**config.mk**
```make
export PLATFORM = sky130hd
export DESIGN_NAME = can_bit_timing_sync_unit
export DESIGN_NICKNAME = d
export VERILOG_FILES = /design/src/hdl/cbts_pkg.sv /design/src/hdl/cbts_core.sv /design/src/hdl/can_bit_timing_sync_unit.sv
export SDC_FILE = /design/constraint.sdc
export NUM_CORES = 1
export LEC_CHECK = 0
export ABC_AREA = 1
export BUFFER_PORTS_ARGS = -buffer_cell sky130_fd_sc_hd__buf_2
export CELL_PAD_IN_SITES_DETAIL_PLACEMENT = 1
export CELL_PAD_IN_SITES_GLOBAL_PLACEMENT = 2
export CORE_MARGIN = 2
export CORE_UTILIZATION = 25
export DETAILED_ROUTE_END_ITERATION = 10
export GPL_TIMING_DRIVEN = 0
export PLACE_DENSITY = 0.71
export REMOVE_ABC_BUFFERS = 1
export SYNTH_ARGS = -nofsm -noshare
export SYNTH_HDL_FRONTEND = slang
export SYNTH_SLANG_ARGS = --single-unit
```
**constraint.sdc**
```tcl
create_clock -name clk -period 13.8 [get_ports clk]
set_input_delay 1.38 -clock clk [delete_from_list [all_inputs] [get_ports clk]]
set_output_delay 1.38 -clock clk [all_outputs]
set_load 0.01 [all_outputs]
```
**src/hdl/cbts_pkg.sv**
```systemverilog
// Package for the CAN bit timing and synchronization unit.
// Item types, segment codes, register indexes and reset values; no dependencies.
`timescale 1ns / 1ps

package cbts_pkg;

  // Configuration port geometry
  localparam int unsigned CFG_IDX_W  = 2;
  localparam int unsigned CFG_DATA_W = 5;

  // Configuration register indexes
  localparam logic [CFG_IDX_W-1:0] CFG_TSEG1_LENGTH  = 2'd0;
  localparam logic [CFG_IDX_W-1:0] CFG_PHASE2_LENGTH = 2'd1;
  localparam logic [CFG_IDX_W-1:0] CFG_JUMP_WIDTH    = 2'd2;

  // Register reset values
  localparam logic [4:0] TSEG1_LENGTH_RST  = 5'd7;
  localparam logic [4:0] PHASE2_LENGTH_RST = 5'd4;
  localparam logic [2:0] JUMP_WIDTH_RST    = 3'd1;

  // Segment codes reported with each item
  localparam logic [1:0] SEG_SYNC  = 2'd0;
  localparam logic [1:0] SEG_TSEG1 = 2'd1;
  localparam logic [1:0] SEG_TSEG2 = 2'd2;

  typedef struct packed {
    logic quantum_tick;
    logic bus_level;
    logic tx_bit;
    logic idle_flag;
  } in_item_t;

  typedef struct packed {
    logic       rx_bit;
    logic       drive_bit;
    logic       smp_mark;
    logic       wr_mark;
    logic       bit_done;
    logic [1:0] segment;
    logic       hard_sync_done;
    logic       resync_done;
  } out_item_t;

  // Timing registers as seen by the core
  typedef struct packed {
    logic [4:0] tseg1_length;
    logic [4:0] phase2_length;
    logic [2:0] jump_width;
  } timing_cfg_t;

endpackage

```
**src/hdl/cbts_core.sv**
```systemverilog
// Bit timing state and per-item next-state logic of the CAN bit timing unit.
// Depends on cbts_pkg for item and configuration types.
`timescale 1ns / 1ps

module cbts_core #(
  parameter int unsigned CW = 6
) (
  input  logic                 clk,
  input  logic                 rst_n,
  input  logic                 en,
  input  cbts_pkg::in_item_t   item,
  input  cbts_pkg::timing_cfg_t cfg,
  output cbts_pkg::out_item_t  result
);

  typedef enum logic [1:0] {
    ST_SYNC  = 2'd0,
    ST_TSEG1 = 2'd1,
    ST_TSEG2 = 2'd2
  } seg_state_t;

  localparam logic signed [CW-1:0] ONE  = CW'(1);
  localparam logic signed [CW-1:0] ZERO = '0;

  seg_state_t seg_r, seg_nxt;
  logic signed [CW-1:0] qc_r, qc_nxt;
  logic signed [CW-1:0] t1e_r, t1e_nxt;
  logic signed [CW-1:0] t2e_r, t2e_nxt;
  logic corr_r, corr_nxt;
  logic hard_r, hard_nxt;
  logic rsp_r, rsp_nxt;
  logic prev_r, prev_nxt;
  logic samp_r, samp_nxt;
  logic wrp_r, wrp_nxt;

  // Next-state and result for one item
  always_comb begin
    logic signed [CW-1:0] jx;
    logic signed [CW-1:0] p2neg;
    logic signed [CW-1:0] pc;
    logic signed [CW-1:0] lim;
    logic signed [CW-1:0] npc;
    logic signed [CW-1:0] err;
    logic                 err_valid;
    logic                 start;
    logic                 done;
    logic                 hs;
    logic                 rs;
    logic [1:0]           seg_out;

    jx        = CW'(cfg.jump_width);
    p2neg     = -CW'(cfg.phase2_length);
    pc        = qc_r;
    lim       = ZERO;
    npc       = ZERO;
    err       = ZERO;
    err_valid = 1'b0;
    start     = 1'b0;
    done      = 1'b0;
    hs        = 1'b0;
    rs        = 1'b0;
    seg_out   = cbts_pkg::SEG_SYNC;

    seg_nxt  = seg_r;
    qc_nxt   = qc_r;
    t1e_nxt  = t1e_r;
    t2e_nxt  = t2e_r;
    corr_nxt = corr_r;
    hard_nxt = hard_r;
    rsp_nxt  = rsp_r;
    prev_nxt = prev_r;
    samp_nxt = samp_r;
    wrp_nxt  = wrp_r;

    if (item.quantum_tick) begin
      // recessive-to-dominant edge arms hard sync or resync
      if (!item.bus_level && prev_r) begin
        hard_nxt = item.idle_flag;
        rsp_nxt  = !item.idle_flag;
        prev_nxt = 1'b0;
      end

      if (hard_nxt) begin
        hard_nxt = 1'b0;
        corr_nxt = 1'b1;
        hs       = 1'b1;
        start    = 1'b1;
      end else begin
        unique case (seg_r)
          ST_TSEG1: begin
            seg_out = cbts_pkg::SEG_TSEG1;
            wrp_nxt = 1'b0;
            lim     = t1e_r;
            if (pc < lim) pc = pc + ONE;
            // resync lengthens TSEG1
            if (rsp_nxt) begin
              rsp_nxt  = 1'b0;
              corr_nxt = 1'b1;
              rs       = 1'b1;
              lim      = lim + ((jx < pc) ? jx : pc);
              t1e_nxt  = lim;
            end
            if (pc == lim) begin
              qc_nxt  = p2neg;
              seg_nxt = ST_TSEG2;
            end else begin
              qc_nxt = pc;
            end
          end
          ST_TSEG2: begin
            seg_out = cbts_pkg::SEG_TSEG2;
            lim     = t2e_r;
            // first quantum of phase segment 2 is the sample point
            if (pc == p2neg) begin
              prev_nxt = item.bus_level;
              samp_nxt = 1'b1;
            end else begin
              samp_nxt = 1'b0;
            end
            // resync shortens TSEG2
            if (rsp_nxt) begin
              rsp_nxt   = 1'b0;
              rs        = 1'b1;
              npc       = -pc;
              err       = (jx < npc) ? jx : npc;
              lim       = lim - err;
              t2e_nxt   = lim;
              corr_nxt  = ((pc + ONE) == lim);
              err_valid = 1'b1;
            end
            if (pc < lim) pc = pc + ONE;
            qc_nxt = pc;
            if (pc == lim) begin
              // whole remainder absorbed: skip the sync segment
              if (err_valid && (err == -pc) && !corr_nxt) start = 1'b1;
              else seg_nxt = ST_SYNC;
              corr_nxt = 1'b0;
              done     = 1'b1;
            end
          end
          default: begin
            start = 1'b1;
          end
        endcase
      end

      // bit start
      if (start) begin
        qc_nxt   = ZERO;
        wrp_nxt  = 1'b1;
        samp_nxt = 1'b0;
        seg_nxt  = ST_TSEG1;
        t1e_nxt  = CW'(cfg.tseg1_length);
        t2e_nxt  = ZERO;
      end
    end

    result.rx_bit         = item.bus_level;
    result.drive_bit      = item.tx_bit;
    result.smp_mark       = samp_nxt;
    result.wr_mark        = wrp_nxt;
    result.bit_done       = done;
    result.segment        = seg_out;
    result.hard_sync_done = hs;
    result.resync_done    = rs;
  end

  // Timing state, updated once per processed item
  always_ff @(posedge clk) begin
    if (!rst_n) begin
      seg_r  <= ST_SYNC;
      qc_r   <= ZERO;
      t1e_r  <= ZERO;
      t2e_r  <= ZERO;
      corr_r <= 1'b0;
      hard_r <= 1'b0;
      rsp_r  <= 1'b0;
      prev_r <= 1'b1;
      samp_r <= 1'b0;
      wrp_r  <= 1'b0;
    end else if (en) begin
      seg_r  <= seg_nxt;
      qc_r   <= qc_nxt;
      t1e_r  <= t1e_nxt;
      t2e_r  <= t2e_nxt;
      corr_r <= corr_nxt;
      hard_r <= hard_nxt;
      rsp_r  <= rsp_nxt;
      prev_r <= prev_nxt;
      samp_r <= samp_nxt;
      wrp_r  <= wrp_nxt;
    end
  end

endmodule

```
**src/hdl/can_bit_timing_sync_unit.sv**
```systemverilog
// CAN bit timing and synchronization unit: top level with input, output and
// configuration registers. Depends on cbts_pkg and cbts_core.
`timescale 1ns / 1ps

// Usage:
//   Input channel (in_valid / in_stall / in_item): one item per clock of the
//   controller while in_stall is low; quantum_tick marks a time quantum, the
//   other bits are the bus level, the bit to drive and the bus idle flag.
//   Result channel (out_valid / out_stall / out_item): exactly one result item
//   per input item, in order: pass-through bits, sample and writing points,
//   end of bit, segment code and sync pulses.
//   Configuration (cfg_we / cfg_index / cfg_data): tseg1_length, phase2_length,
//   jump_width; write only while no item is in flight.
//   Path: an item held in the input register goes through the timing state
//   update into the output register. Throughput: one item per cycle while
//   out_stall is low.
//   Reset (synchronous, rst_n low): both registers empty, sync segment,
//   counters zero, last level recessive, registers at 7 / 4 / 1.
//   Stall: a result held by out_stall stays stable; the input register still
//   takes one more item, after which in_stall rises until the result drains.

module can_bit_timing_sync_unit #(
  parameter int unsigned COUNTER_BITS = 6
) (
  input  logic                              clk,
  input  logic                              rst_n,
  input  logic                              in_valid,
  output logic                              in_stall,
  input  cbts_pkg::in_item_t                in_item,
  output logic                              out_valid,
  input  logic                              out_stall,
  output cbts_pkg::out_item_t               out_item,
  input  logic                              cfg_we,
  input  logic [cbts_pkg::CFG_IDX_W-1:0]    cfg_index,
  input  logic [cbts_pkg::CFG_DATA_W-1:0]   cfg_data
);

  cbts_pkg::timing_cfg_t cfg_r;
  cbts_pkg::in_item_t    in_r;
  logic                  in_vld_r;
  cbts_pkg::out_item_t   out_r;
  cbts_pkg::out_item_t   result;
  logic                  out_vld_r;
  logic                  advance;

  // Configuration register writes
  always_ff @(posedge clk) begin
    if (!rst_n) begin
      cfg_r.tseg1_length  <= cbts_pkg::TSEG1_LENGTH_RST;
      cfg_r.phase2_length <= cbts_pkg::PHASE2_LENGTH_RST;
      cfg_r.jump_width    <= cbts_pkg::JUMP_WIDTH_RST;
    end else if (cfg_we) begin
      unique case (cfg_index)
        cbts_pkg::CFG_TSEG1_LENGTH:  cfg_r.tseg1_length  <= cfg_data;
        cbts_pkg::CFG_PHASE2_LENGTH: cfg_r.phase2_length <= cfg_data;
        cbts_pkg::CFG_JUMP_WIDTH:    cfg_r.jump_width    <= cfg_data[2:0];
        default: ;
      endcase
    end
  end

  // Handshake: an item moves on when the output register is free or drains
  assign advance  = in_vld_r && (!out_vld_r || !out_stall);
  assign in_stall = in_vld_r && !advance;

  // Input register
  always_ff @(posedge clk) begin
    if (!rst_n) begin
      in_vld_r <= 1'b0;
    end else if (!in_stall) begin
      in_vld_r <= in_valid;
    end
  end

  always_ff @(posedge clk) begin
    if (!in_stall) begin
      in_r <= in_item;
    end
  end

  cbts_core #(
    .CW (COUNTER_BITS)
  ) u_core (
    .clk    (clk),
    .rst_n  (rst_n),
    .en     (advance),
    .item   (in_r),
    .cfg    (cfg_r),
    .result (result)
  );

  // Output register
  always_ff @(posedge clk) begin
    if (!rst_n) begin
      out_vld_r <= 1'b0;
    end else if (advance) begin
      out_vld_r <= 1'b1;
    end else if (!out_stall) begin
      out_vld_r <= 1'b0;
    end
  end

  always_ff @(posedge clk) begin
    if (advance) begin
      out_r <= result;
    end
  end

  assign out_valid = out_vld_r;
  assign out_item  = out_r;

`ifndef SYNTHESIS
  // A processed item always lands in the output register
  a_advance_fills_out: assert property (@(posedge clk) disable iff (!rst_n)
    advance |=> out_vld_r)
    else $error("processed item did not reach the output register");

  // The input side only stalls while it holds an item
  a_stall_needs_item: assert property (@(posedge clk) disable iff (!rst_n)
    in_stall |-> in_vld_r)
    else $error("input stalled while empty");

  // End of bit is only reported from phase segment 2
  a_done_in_tseg2: assert property (@(posedge clk) disable iff (!rst_n)
    (out_valid && out_item.bit_done) |-> (out_item.segment == cbts_pkg::SEG_TSEG2))
    else $error("bit end outside phase segment 2");

  // Hard sync and resync never apply to the same quantum
  a_sync_exclusive: assert property (@(posedge clk) disable iff (!rst_n)
    out_valid |-> !(out_item.hard_sync_done && out_item.resync_done))
    else $error("hard sync and resync in one quantum");
`endif

endmodule
```
==> metrics.yaml <==
layout_common_cells: "147 x nand2_1, 77 x inv_1, 60 x nor2_1, 53 x nand3_1, 39 x dfxtp_1"
drt_iter0_drc: 149
synth_edf_count: 13
ys.flop_type: "dfxtp_1"
max_cap_violations: 0
clockRootBuffer: "clkbuf_16"
grt_util_met3_pct: 1.32
cts.sinks: 52
num_antenna_cells: 0
netlist_area_um2: 4430
clock_path_buffers: 2
fin_crit_sh_pct: 56.2
max_stage_delay_ns: 0.64
die-area_um2: 18800
grt_remaining_overflow: 0
syn_area_per_cell_um2: 6.94
grt_pass1_vias: 4266
synth_compound_area_share_pct: 13.7
hold_path.class: "reg2reg"
via_count: 4201
clock.fmax_mhz: 129
maxSlewHeadroom_pct: 50.3
drcViolationCount: 0
fin_crit_ns: 7.75
synth_mux_area_share_pct: 0
cts_max_level: 2
cts_made_buffers: 5
first_pass_iters: 4
tightest_slew_ns: 0.743
ctsHoldBuffers: 0
rsz0062_at_grt: "false"
postRouteWirelength_um: 13400
ant_nets: 0
ys_seq_area_share_pct: 26.4
cts_tree: "yes"
synth_seq_cells: 52
status: "complete, no violations"
cp-start-kind: "flop"
ir_drop_mv: 0.0509
fin_total_pwr_mw: 0.676
rows: 48
yosys_warnings: 0
path_max_fanout: 14
area_growth_pct: 11.2
skew_ns: 0.0113
ys_types: 47
start_util_pct: 25.6
setup_violations: 0
grt_pass1_wl_um: 21800
clk_pin_slew_ns: 0.08
port_buffers: 26
path_class: "reg2reg"
viasPerCell: 4.74
gp_congestion: 0.849
tns_ns: 0
wl_per_cell_um: 15.2
cp_common_cell: "ha_1"
powerDensity_nw_per_um2: 137
grt_max_degree: 32
core_um2: 17300
slew_violations: 0
grt_busiest_layer: "met2"
die_h_um: 137
synthXorXnorAreaFrac_pct: 5.53
grtUsageMet2_pct: 25.1
synth_top_family_by_area: "simple AND/OR/NAND/NOR gates"
place_inst: 878
p_leak_nw: 2.21
synthCells: 639
die_x_um: 137
met1_usage_pct: 19.9
cp.required_ns: 13.99
nNetsFinal: 710
synthArstFlopShare_pct: 0
final_common_cell: "nand2_1"
synth_adder_area_share_pct: 9.93
cts.repair.resized: 0
cp.arrival_ns: 7.94
grt_use_total_pct: 14.9
cts_setup_buffers: 0
end_kind: "flop"
drive_gt1_share_pct: 15.1
ios: 27
antenna_found_initial: 0
clock_latency_ns: 0.30
reg2reg_slack_ns: 6.05
yosys.area_share.simple_pct: 35.4
stdcell_count: 886
place_hpwl_um: 11100
hold_viol_final: 0
crit_slowest_cell: "dfxtp_1"
hold_slack_ns: 0.442
-- Yosys cell counts, drive strengths merged (10+ instances only) --
cell | number | area, um^2
a21oi | 23 | 115
dfxtp | 39 | 781
edfxtp | 13 | 390
ha | 32 | 400
inv | 87 | 332
nand2 | 177 | 827
nand3 | 60 | 343
nor2 | 65 | 267
o21ai | 56 | 310
xnor2 | 10 | 87.6
xor2 | 18 | 158
-- power breakdown --
group | internal, mW | total, mW | switching (mW)
Clock | 0.0678 | 0.128 | 0.0607
Combinational | 0.126 | 0.375 | 0.250
Sequential | 0.163 | 0.172 | 0.00871
-- flip-flops by register name, indices dropped and copies added (netlist names) --
signal and count:
cfg_r 13, in_r 4, in_vld_r 1, out_item 9, out_valid 1, u_core.prev_r 1
u_core.qc_r 6, u_core.rsp_r 1, u_core.samp_r 1, u_core.seg_r 2, u_core.t1e_r 6, u_core.t2e_r 6
u_core.wrp_r 1
-- metal layers --
layer,wire length (um),vias to the layer above
li1,-,2131
met1,6490,1993
met2,6300,57
met3,299,20
met4,353,0
met5,0,-
-- layout make-up --
type | instances | area, um^2
fill | 2215 | 12400
sequential | 52 | 1170
inverter | 89 | 339
timing repair buffer | 26 | 130
tap | 225 | 282
clock inverter | 3 | 21.3
multi-input combinational | 486 | 2860
clock buffer | 5 | 125
-- through the flow --
step | util [%] | setup WS (ns) | instance area (um^2)
floorplan | - | 7.57 | 4370
global placement | 27.7 | 6.15 | 4780
detailed placement | 27.7 | 6.05 | 4780
CTS | 28.5 | 6.02 | 4930
global route | 28.5 | 5.50 | 4930
finish | 28.5 | 6.05 | 4930
-- worst max-delay path, delay by kind of cell, from the launching register on --
kind / cells / cell delay [ns]
fa+ha+maj: 6 / 1.89
flops: 1 / 0.64
compound gates: 9 / 2.16
buf+inv: 5 / 0.67
xor+xnor: 1 / 0.17
simple gates: 20 / 2.09
-- path summary, 6_finish.rpt --
kind,endpoint,cells after the start,start
max reg2reg,u_core.t2e_r[5],41,u_core.qc_r[0]
max,u_core.t2e_r[5],41,u_core.qc_r[0]
min,out_item[7],0,in_r[1]
min reg2reg,out_item[7],0,in_r[1]
-- cell families after synthesis --
logic type | Yosys count
adder cells (fa/ha/maj) | 34
XOR/XNOR | 28
flip-flops | 52
buffers and inverters | 101
AND/OR/NAND/NOR | 322
AO/OA/AOI/OAI | 102
Note: power is estimated with default switching activity, not from simulation.
